<file path="src/hw/rtl/qse_pkg.sv">
// Shared constants and types for the quicksort engine.
package qse_pkg;

   localparam int MAX_ITEMS  = 64;
   localparam int VALUE_BITS = 32;
   localparam int IDX_BITS   = $clog2(MAX_ITEMS);
   localparam int CNT_BITS   = IDX_BITS + 1;
   localparam int STACK_BITS = 2 * IDX_BITS;

   typedef struct packed {
      logic [IDX_BITS-1:0] hi;
      logic [IDX_BITS-1:0] lo;
   } range_type;

endpackage

</file>
<file path="src/hw/rtl/quicksort_engine_top.sv">
// Top level of the quicksort engine: load, sort and emit sequencer.
//
//   Channel  Ports                           Beat taken when
//   -------  ------------------------------  ------------------------------
//   request  start, busy, req_value,         start high while busy is low
//            req_last
//   response rsp_strobe, rsp_sorted_value,   every cycle rsp_strobe is high
//            rsp_final_res
//
// The beat that carries last, or the one that fills the store to MAX_ITEMS
// entries, starts a sort. The sort works with one comparator and one port
// pair on the element memory: each element of a range is compared in
// ST_CMP and, when it is below the pivot, swapped through ST_SW1 and ST_SW2,
// and each range adds the pop, pivot fetch, final swap and push states. A
// list of N items then streams out as N beats, one beat per cycle.
// Synchronous reset empties the list and returns the sequencer to idle; the
// memories need no clearing since only entries written for the current list
// are ever read. The receiver cannot stall, so busy stays high from the last
// load beat until the final result beat has been issued.
module quicksort_engine_top
   import qse_pkg::*;
(
   input  logic        clock,
   input  logic        reset,
   input  logic        start,
   output logic        busy,
   input  logic [31:0] req_value,
   input  logic        req_last,
   output logic        rsp_strobe,
   output logic [31:0] rsp_sorted_value,
   output logic        rsp_final_res
);

   // Sequencer states.
   localparam logic [3:0] ST_IDLE  = 4'd0;
   localparam logic [3:0] ST_POP   = 4'd1;
   localparam logic [3:0] ST_RANGE = 4'd2;
   localparam logic [3:0] ST_PIVOT = 4'd3;
   localparam logic [3:0] ST_CMP   = 4'd4;
   localparam logic [3:0] ST_SW1   = 4'd5;
   localparam logic [3:0] ST_SW2   = 4'd6;
   localparam logic [3:0] ST_FIN1  = 4'd7;
   localparam logic [3:0] ST_FIN2  = 4'd8;
   localparam logic [3:0] ST_PUSHA = 4'd9;
   localparam logic [3:0] ST_PUSHB = 4'd10;
   localparam logic [3:0] ST_EMIT  = 4'd11;

   logic [3:0]            state_ff,  state_in;
   logic [CNT_BITS-1:0]   count_ff,  count_in;
   logic [CNT_BITS-1:0]   n_ff,      n_in;
   logic [CNT_BITS-1:0]   sp_ff,     sp_in;
   logic [IDX_BITS-1:0]   lo_ff,     lo_in;
   logic [IDX_BITS-1:0]   hi_ff,     hi_in;
   logic [IDX_BITS-1:0]   i_ff,      i_in;
   logic [IDX_BITS-1:0]   split_ff,  split_in;
   logic [IDX_BITS-1:0]   k_ff,      k_in;
   logic [VALUE_BITS-1:0] pivot_ff,  pivot_in;
   logic [VALUE_BITS-1:0] hold_ff,   hold_in;
   logic                  emit_v_ff, emit_v_in;
   logic                  emit_l_ff, emit_l_in;

   // Element memory ports.
   logic                  st_we;
   logic [IDX_BITS-1:0]   st_wa;
   logic [VALUE_BITS-1:0] st_wd;
   logic [IDX_BITS-1:0]   st_ra;
   logic [VALUE_BITS-1:0] st_rd;

   // Range stack ports.
   logic                  sk_we;
   logic [IDX_BITS-1:0]   sk_wa;
   range_type             sk_wd;
   logic [IDX_BITS-1:0]   sk_ra;
   logic [STACK_BITS-1:0] sk_rd;
   range_type             sk_range;

   logic [CNT_BITS-1:0]   count_next;
   logic [CNT_BITS-1:0]   sp_next;
   logic                  list_end;

   qse_ram #(.WIDTH(VALUE_BITS), .DEPTH(MAX_ITEMS)) u_store (
      .clock   (clock),
      .wr_en   (st_we),
      .wr_addr (st_wa),
      .wr_data (st_wd),
      .rd_addr (st_ra),
      .rd_data (st_rd)
   );

   qse_ram #(.WIDTH(STACK_BITS), .DEPTH(MAX_ITEMS)) u_stack (
      .clock   (clock),
      .wr_en   (sk_we),
      .wr_addr (sk_wa),
      .wr_data (sk_wd),
      .rd_addr (sk_ra),
      .rd_data (sk_rd)
   );

   assign sk_range   = range_type'(sk_rd);
   assign count_next = count_ff + CNT_BITS'(1);
   assign list_end   = req_last || (count_next == CNT_BITS'(MAX_ITEMS));

   always_comb begin
      state_in  = state_ff;
      count_in  = count_ff;
      n_in      = n_ff;
      sp_in     = sp_ff;
      lo_in     = lo_ff;
      hi_in     = hi_ff;
      i_in      = i_ff;
      split_in  = split_ff;
      k_in      = k_ff;
      pivot_in  = pivot_ff;
      hold_in   = hold_ff;
      emit_v_in = 1'b0;
      emit_l_in = 1'b0;
      sp_next   = sp_ff;

      st_we = 1'b0;
      st_wa = i_ff;
      st_wd = hold_ff;
      st_ra = i_ff;
      sk_we = 1'b0;
      sk_wa = sp_ff[IDX_BITS-1:0];
      sk_wd = '{hi: hi_ff, lo: lo_ff};
      sk_ra = sp_ff[IDX_BITS-1:0];

      unique case (state_ff)
         ST_IDLE: begin
            if (start) begin
               st_we = 1'b1;
               st_wa = count_ff[IDX_BITS-1:0];
               st_wd = VALUE_BITS'(req_value);
               if (list_end) begin
                  n_in     = count_next;
                  count_in = '0;
                  k_in     = '0;
                  if (count_next > CNT_BITS'(1)) begin
                     // Seed the stack with the whole list.
                     sk_we    = 1'b1;
                     sk_wa    = '0;
                     sk_wd    = '{hi: count_ff[IDX_BITS-1:0], lo: '0};
                     sp_in    = CNT_BITS'(1);
                     state_in = ST_POP;
                  end else begin
                     state_in = ST_EMIT;
                  end
               end else begin
                  count_in = count_next;
               end
            end
         end
         ST_POP: begin
            sp_next  = sp_ff - CNT_BITS'(1);
            sk_ra    = sp_next[IDX_BITS-1:0];
            sp_in    = sp_next;
            state_in = ST_RANGE;
         end
         ST_RANGE: begin
            lo_in    = sk_range.lo;
            hi_in    = sk_range.hi;
            st_ra    = sk_range.lo;
            state_in = ST_PIVOT;
         end
         ST_PIVOT: begin
            pivot_in = st_rd;
            split_in = lo_ff;
            i_in     = lo_ff + IDX_BITS'(1);
            st_ra    = lo_ff + IDX_BITS'(1);
            state_in = ST_CMP;
         end
         ST_CMP: begin
            if (st_rd < pivot_ff) begin
               split_in = split_ff + IDX_BITS'(1);
               hold_in  = st_rd;
               st_ra    = split_ff + IDX_BITS'(1);
               state_in = ST_SW1;
            end else if (i_ff == hi_ff) begin
               st_ra    = split_ff;
               state_in = ST_FIN1;
            end else begin
               i_in  = i_ff + IDX_BITS'(1);
               st_ra = i_ff + IDX_BITS'(1);
            end
         end
         ST_SW1: begin
            // The smaller element moves down to the split point.
            st_we    = 1'b1;
            st_wa    = split_ff;
            st_wd    = hold_ff;
            hold_in  = st_rd;
            state_in = ST_SW2;
         end
         ST_SW2: begin
            st_we = 1'b1;
            st_wa = i_ff;
            st_wd = hold_ff;
            if (i_ff == hi_ff) begin
               st_ra    = split_ff;
               state_in = ST_FIN1;
            end else begin
               i_in     = i_ff + IDX_BITS'(1);
               st_ra    = i_ff + IDX_BITS'(1);
               state_in = ST_CMP;
            end
         end
         ST_FIN1: begin
            st_we    = 1'b1;
            st_wa    = lo_ff;
            st_wd    = st_rd;
            state_in = ST_FIN2;
         end
         ST_FIN2: begin
            st_we    = 1'b1;
            st_wa    = split_ff;
            st_wd    = pivot_ff;
            state_in = ST_PUSHA;
         end
         ST_PUSHA: begin
            // Lower part holds at least two elements.
            if ((CNT_BITS'(split_ff) > CNT_BITS'(lo_ff) + CNT_BITS'(1)) &&
                (sp_ff < CNT_BITS'(MAX_ITEMS))) begin
               sk_we = 1'b1;
               sk_wd = '{hi: split_ff - IDX_BITS'(1), lo: lo_ff};
               sp_in = sp_ff + CNT_BITS'(1);
            end
            state_in = ST_PUSHB;
         end
         ST_PUSHB: begin
            if ((CNT_BITS'(split_ff) + CNT_BITS'(1) < CNT_BITS'(hi_ff)) &&
                (sp_ff < CNT_BITS'(MAX_ITEMS))) begin
               sk_we   = 1'b1;
               sk_wd   = '{hi: hi_ff, lo: split_ff + IDX_BITS'(1)};
               sp_next = sp_ff + CNT_BITS'(1);
            end
            sp_in = sp_next;
            if (sp_next == '0) begin
               state_in = ST_EMIT;
            end else begin
               state_in = ST_POP;
            end
         end
         ST_EMIT: begin
            st_ra     = k_ff;
            emit_v_in = 1'b1;
            emit_l_in = (CNT_BITS'(k_ff) + CNT_BITS'(1) == n_ff);
            if (CNT_BITS'(k_ff) + CNT_BITS'(1) == n_ff) begin
               state_in = ST_IDLE;
            end else begin
               k_in = k_ff + IDX_BITS'(1);
            end
         end
         default: begin
            state_in = ST_IDLE;
         end
      endcase
   end

   always_ff @(posedge clock) begin
      if (reset) begin
         state_ff  <= ST_IDLE;
         count_ff  <= '0;
         sp_ff     <= '0;
         emit_v_ff <= 1'b0;
         emit_l_ff <= 1'b0;
      end else begin
         state_ff  <= state_in;
         count_ff  <= count_in;
         sp_ff     <= sp_in;
         emit_v_ff <= emit_v_in;
         emit_l_ff <= emit_l_in;
      end
   end

   always_ff @(posedge clock) begin
      n_ff     <= n_in;
      lo_ff    <= lo_in;
      hi_ff    <= hi_in;
      i_ff     <= i_in;
      split_ff <= split_in;
      k_ff     <= k_in;
      pivot_ff <= pivot_in;
      hold_ff  <= hold_in;
   end

   // Results come straight from the registered read of the element memory.
   assign busy             = (state_ff != ST_IDLE);
   assign rsp_strobe       = emit_v_ff;
   assign rsp_sorted_value = 32'(st_rd);
   assign rsp_final_res    = emit_l_ff;

endmodule

</file>
<file path="src/hw/rtl/qse_ram.sv">
// Generic single-write, single-read RAM with registered read data.
module qse_ram #(
   parameter int WIDTH = 32,
   parameter int DEPTH = 64
) (
   input  logic                     clock,
   input  logic                     wr_en,
   input  logic [$clog2(DEPTH)-1:0] wr_addr,
   input  logic [WIDTH-1:0]         wr_data,
   input  logic [$clog2(DEPTH)-1:0] rd_addr,
   output logic [WIDTH-1:0]         rd_data
);

   logic [WIDTH-1:0] mem_ff [DEPTH];
   logic [WIDTH-1:0] rd_data_ff;

   // Read returns the contents from before a write in the same cycle.
   always_ff @(posedge clock) begin
      if (wr_en) begin
         mem_ff[wr_addr] <= wr_data;
      end
      rd_data_ff <= mem_ff[rd_addr];
   end

   assign rd_data = rd_data_ff;

endmodule
</file>
<file path="config.mk">
export PLATFORM = sky130hd
export DESIGN_NAME = quicksort_engine_top
export DESIGN_NICKNAME = d
export VERILOG_FILES = /design/src/hw/rtl/qse_pkg.sv /design/src/hw/rtl/quicksort_engine_top.sv /design/src/hw/rtl/qse_ram.sv
export SDC_FILE = /design/constraint.sdc
export NUM_CORES = 2
export LEC_CHECK = 0
export BUFFER_PORTS_ARGS = -buffer_cell sky130_fd_sc_hd__buf_2
export CAP_MARGIN = 0
export CORE_MARGIN = 3
export CORE_UTILIZATION = 65
export DETAILED_ROUTE_END_ITERATION = 8
export GPL_ROUTABILITY_DRIVEN = 0
export PLACE_DENSITY = 0.8
export SLEW_MARGIN = 20
export SYNTH_ARGS = -nofsm -noshare
export SYNTH_HDL_FRONTEND = slang
export SYNTH_HIERARCHICAL = 1
export SYNTH_SLANG_ARGS = --single-unit
</file>
<file path="constraint.sdc">
create_clock -name clock -period 11.88 [get_ports clock]
set_input_delay 2.376 -clock clock [delete_from_list [all_inputs] [get_ports clock]]
set_output_delay 2.376 -clock clock [all_outputs]
set_load 0.005 [all_outputs]
</file>
* Yosys cells after proc, flatten, opt, wreduce, memory -nomap -nowiden
Memories as Yosys holds them, arrays and structs flattened. A register that Yosys moved wholly into a read port is not among the register bits.
Index checks and enable logic that the tools add are counted.
** Word-level totals
- Flip-flop bits (word level) :: 121
- Memory bits (writable) :: 2816
- Input port bits :: 36
- Output and inout port bits :: 35
- Logic and storage cells :: 136
- Memories :: 2
** Memory list
- u_store.mem_ff :: words 64, bits a word 32, read ports 1, clocked after Yosys merged registers in 1, wr ports 1, line qse_ram.sv:14 : logic [WIDTH-1:0] mem_ff [DEPTH];
- u_stack.mem_ff :: words 64, bits a word 12, read ports 1, clocked after Yosys merged registers in 1, wr ports 1, line qse_ram.sv:14
** Cells by class
- Add/sub/neg operators :: 11
- Magnitude comparators :: 5
- Equal/unequal tests :: 23
- Muxes and demuxes :: 59
- Bitwise logic cells :: 1
- Reductions and logical operators :: 22
** Operator list (count)
- $pmux 32 s3 :: 1
- $mux 6 :: 15
- $mux 32 :: 2
- $pmux 32 s2 :: 1
- $mux 7 :: 7
- $mux 12 :: 4
- $pmux 4 s12 :: 1
- $pmux 12 s3 :: 1
- $pmux 6 s3 :: 2
- $lt 32x32->1 :: 1
- $pmux 6 s5 :: 1
- $mux 4 :: 7
- $pmux 7 s4 :: 1
- $add 6x1->6 const B :: 4
- $pmux 6 s2 :: 2
- $add 6x1->7 const B :: 3
- $eq 4x3->1 const B :: 4
- $eq 4x4->1 const B :: 4
- $ne 2x2->1 const B :: 8
- $add 7x1->7 const B :: 2
- $mux 1 :: 11
- $eq 4x2->1 const B :: 2
- $reduce_and 2->1 :: 4
- $reduce_and 4->1 :: 2
- other kinds (26) :: 31

* Logic depth before layout (Yosys ltp)
- Depth in word-level cells :: 8
- Depth in mapped cells :: 20
- Mapped depth without buffers :: 15

* Modules after synthesis
The synthesis kept the hierarchy.
** Modules (own cells, without submodules)
- qse_ram (u_store) :: times used 1, cells an instance 3324, area an instance 78515.3 sq um, seq. area each 62139.6 sq um
- qse_ram (u_stack) :: times used 1, cells an instance 1339, area an instance 29851.1 sq um, seq. area each 23302.3 sq um
- quicksort_engine_top :: times used 1, cells an instance 856, area an instance 7962.6 sq um, seq. area each 3433.3 sq um

* Worst setup path after synthesis
Ideal clock, no wire load.
- Kind :: input port to flip-flop
- Start point :: in start
- End point :: mem u_store.mem_ff[48][0], enable pin
- Setup time :: 0.461 ns
- Arrival time :: 5.727 ns
- Data required time :: 11.419 ns
- Slack :: 5.693 ns
- Cell stages on the path :: 7
- Buffers on the path :: 1
- Path through :: inv_1 nor2_1 clkbuf_1 a222oi_1 nand2_1 nand4b_1 nor3_1
** On the way
- Elaborated cells between the ends (all ways) :: 6
- Classes of those cells :: 6 x mux
** RTL lines
- start, declared :: line quicksort_engine_top.sv:25 : input logic start,
- $mux 6 :: line quicksort_engine_top.sv:130 : if (start) begin
- $pmux 6 s3 :: line quicksort_engine_top.sv:128 : unique case (state_ff)
- named net st_wa[0] :: line quicksort_engine_top.sv:64 : logic [IDX_BITS-1:0] st_wa;
- end, declared :: line qse_ram.sv:14
The timed path passes the listed nets, and every way through them passes these cells.

* Final worst setup path
- Start point :: reg pivot_ff[9]
- End point :: reg u_store.rd_data_ff[22], in the netlist u_store/rd_data[22], read port of u_store.mem_ff
** On the way
- Cells in the longest elaborated chain, start to end :: 3
** RTL lines
- start, declared :: line quicksort_engine_top.sv:57 : logic [VALUE_BITS-1:0] pivot_ff, pivot_in;
- start signal, assigned :: line quicksort_engine_top.sv:282 : pivot_ff <= pivot_in;
- $lt 32x32->1 :: line quicksort_engine_top.sv:173 : if (st_rd < pivot_ff) begin
- $mux 6 :: line quicksort_engine_top.sv:173
- $pmux 6 s5 :: line quicksort_engine_top.sv:128
- named net st_ra[0] :: line quicksort_engine_top.sv:66 : logic [IDX_BITS-1:0] st_ra;
- end, declared :: line qse_ram.sv:15 : logic [WIDTH-1:0] rd_data_ff;
The timed path passes the listed nets, and every way through them passes these cells.
A chain may end at the register's enable or synchronous reset.

==> impl_metrics.ini <==
[drt]
viasPerCell = 7.530
drcViolationCount = 0
vias = 62653
wl_per_cell_um = 38.68
drt_iter0_markers = 11767
drtAntennaViolNets = 0
dr.pass1.iters = 9
routed_wl_um = 321800

[cts]
numCtsBuffers = 292
ctsRootBufferMaster = clkbuf_16
htreeDepth = 5
cts_sinks = 2981
insertion_delay_ps = 940
cts_hold_buffers = 0
postCtsSetupBuffers = 0
cts_resized = 0
path_clk_slew_ps = 60
clockBufferDepth = 4
cts_tree = yes

[sta]
period_share_pct = 64.24
rsz0062_at_grt = false
finalHoldViolCount = 0
fin_hold_ws_ps = 407.7
slew_headroom_pct = 16.04
setup_violations = 0
final-max-slew-violation-count = 0
fin_crit_ps = 7632
tightestPinTransition_ps = 1254
layout_setup_ws_ps = 4248
skew_ps = 40.81
fin_setup_tns_ps = 0
fmax_mhz = 131.0

[die]
coreArea_um2 = 177100
dieArea_um2 = 184100
rows = 154
die_x_um = 429.0
ioPinCount = 71
die_y_um = 429.0
start_util_pct = 65.69

[critical_path]
critical_path_required_ps = 12630
path_class = reg -> reg
cp.arrival_ps = 8380
critical_path.cell_chain = inv_1 > ha_1 > and4_1 > a31oi_1 > o21ai_0 > a221oi_1 > o21ai_0 > nor2_1 > a21oi_1 > a21oi_4 > buf_4 > buf_4 > mux4_2 > mux4_2 > o22ai_1 > nor2_1
slowest_stage = buf_4
end_kind = flip-flop
critical_path_peak_fanout = 44
critPathBufInv = 3
worstSetupStartpointType = flip-flop
path_delay_family = compound AO/OA/AOI/OAI gates
slowest_delay_ps = 810

[power]
p_leak_nw = 40.65
p_per_area_nw_per_um2 = 276.3
vdd.ir_drop.worst_mv = 0.2493
finalPower_w = 0.03570

[synth]
synth_edf_count = 2917
syn_area_um2 = 116300
synth_ff_type = edfxtp_1
ys_types = 76
synth_nets = 5608
yosysWarnings = 6
synthCells = 5519
async_reset_ff_share_pct = 0
avgSynthCellArea_um2 = 21.08
seq_area_frac_synth_pct = 76.40
ys_seq_elements = 2981

[cells_and_area]
final_common_cell = edfxtp_1
seqCellArea_um2 = 88880
fillers = 8963
drive_above_1_share_pct = 25.87
final_cell_area_um2 = 129200
multi_input_area_um2 = 26610
fin_nets = 5854
syn_to_final_growth_pct = 11.10
mostFrequentLayoutCells = edfxtp_1 (2917), mux4_2 (736), clkbuf_16 (300), nor2_1 (195), buf_4 (177)

[hold_path]
hold_path.class = reg -> reg

[placement]
dpl_cell_area_um2 = 120400
numPortBuffers = 70
hpwl_um = 163600
pre_cts_slack_ps = 4562

[global_routing]
grt_pass1_vias = 63010
grt_usage_pct = 35.34
antenna_found_initial = 10
grt_max_degree = 118
grt_pass1_wl_um = 461200
grt_remaining_overflow = 0

[job]
drv_cap = 0

[outcome]
status = completed
power breakdown:
part / switching [W] / internal (W)
sequential: 0.000308 / 0.0136
clock: 0.00385 / 0.00489
combinational: 0.00847 / 0.00462
routing by layer:
layer,GRT usage (%),share of wire [%],up-vias
met5,0,0.019,-
met4,15.32,5.4,6
met3,11.38,16,1155
met2,53.17,46,6058
met1,48.55,32,31829
li1,-,-,23605
registers in the layout (all words and copies together) (netlist names), 7 cells and up:
signal / count
hold_ff: 32
pivot_ff: 32
u_stack/mem_ff: 768
u_stack/rd_data: 12
u_store/mem_ff: 2048
sp_ff: 7
n_ff: 7
u_store/rd_data: 32
count_ff: 7
through the flow:
step | std cells | util [%]
5_1_grt | 8315 | 72.98
3_5_place_dp | 7811 | 67.97
4_1_cts | 8313 | 72.89
3_3_place_gp | 7811 | 67.95
2_1_floorplan | 5519 | -
6_report | 8321 | 72.99
final cells by class:
class	instances	share of cell area (%)
antenna	8	0.01549
clock buffer	375	6.042
clock inverter	127	0.6970
inverter	62	0.1859
multi-input combinational	2172	20.59
sequential	2981	68.76
tap	2340	2.265
timing repair buffer	256	1.439
synth_stat cells (5+ instances only):
master / number / area (µm²)
nor2_1: 286 / 1074
nand3_1: 49 / 245.2
and3_1: 13 / 81.33
nand2_1: 168 / 630.6
xor2_1: 18 / 157.7
xnor2_1: 24 / 210.2
nor3_1: 32 / 160.2
nand2b_1: 34 / 212.7
a311oi_1: 12 / 105.1
buf_4: 38 / 285.3
buf_2: 71 / 355.3
and2_1: 5 / 31.28
mux2i_1: 115 / 1151
o211ai_1: 9 / 67.56
or3_1: 13 / 81.33
mux2_2: 14 / 157.7
inv_1: 60 / 225.2
nor4_1: 5 / 31.28
o21ai_0: 50 / 250.2
o221ai_1: 44 / 385.4
o22ai_1: 113 / 706.9
a32o_1: 10 / 100.1
nor2b_1: 38 / 237.7
nand4_1: 11 / 68.82
a21oi_1: 114 / 570.6
a21o_1: 7 / 52.55
a222oi_1: 38 / 380.4
buf_1: 25 / 93.84
a22oi_1: 23 / 172.7
or2_2: 5 / 31.28
mux4_2: 736 / 16580
a31oi_1: 17 / 106.4
ha_1: 53 / 663.1
dfxtp_1: 64 / 1281
nand3b_1: 11 / 82.58
clkbuf_1: 151 / 566.8
a221o_1: 8 / 80.08
a22o_1: 12 / 105.1
edfxtp_1: 2917 / 87590
a221oi_1: 6 / 52.55
buf_6: 19 / 214.0
a211oi_1: 18 / 135.1
cells by family after synthesis:
kind of cell,after synthesis,share of synthesized area [%]
flops,2981,76.40
mux,865,15.37
simple gates,687,2.675
compound gates,524,3.143
buf+inv,366,1.503
fa+ha+maj,53,0.5701
xor+xnor,43,0.3356
final timing paths:
check / depth (start not counted) / slack (ps) / end / from
hold / removal: 0 / 410 / hi_ff[5] / u_stack/rd_data[11]
setup reg to reg: 16 / 4250 / u_store/rd_data[22] / pivot_ff[9]
hold reg to reg: 0 / 410 / hi_ff[5] / u_stack/rd_data[11]
setup / recovery: 16 / 4250 / u_store/rd_data[22] / pivot_ff[9]
Note: power is estimated with default switching activity, not from simulation.
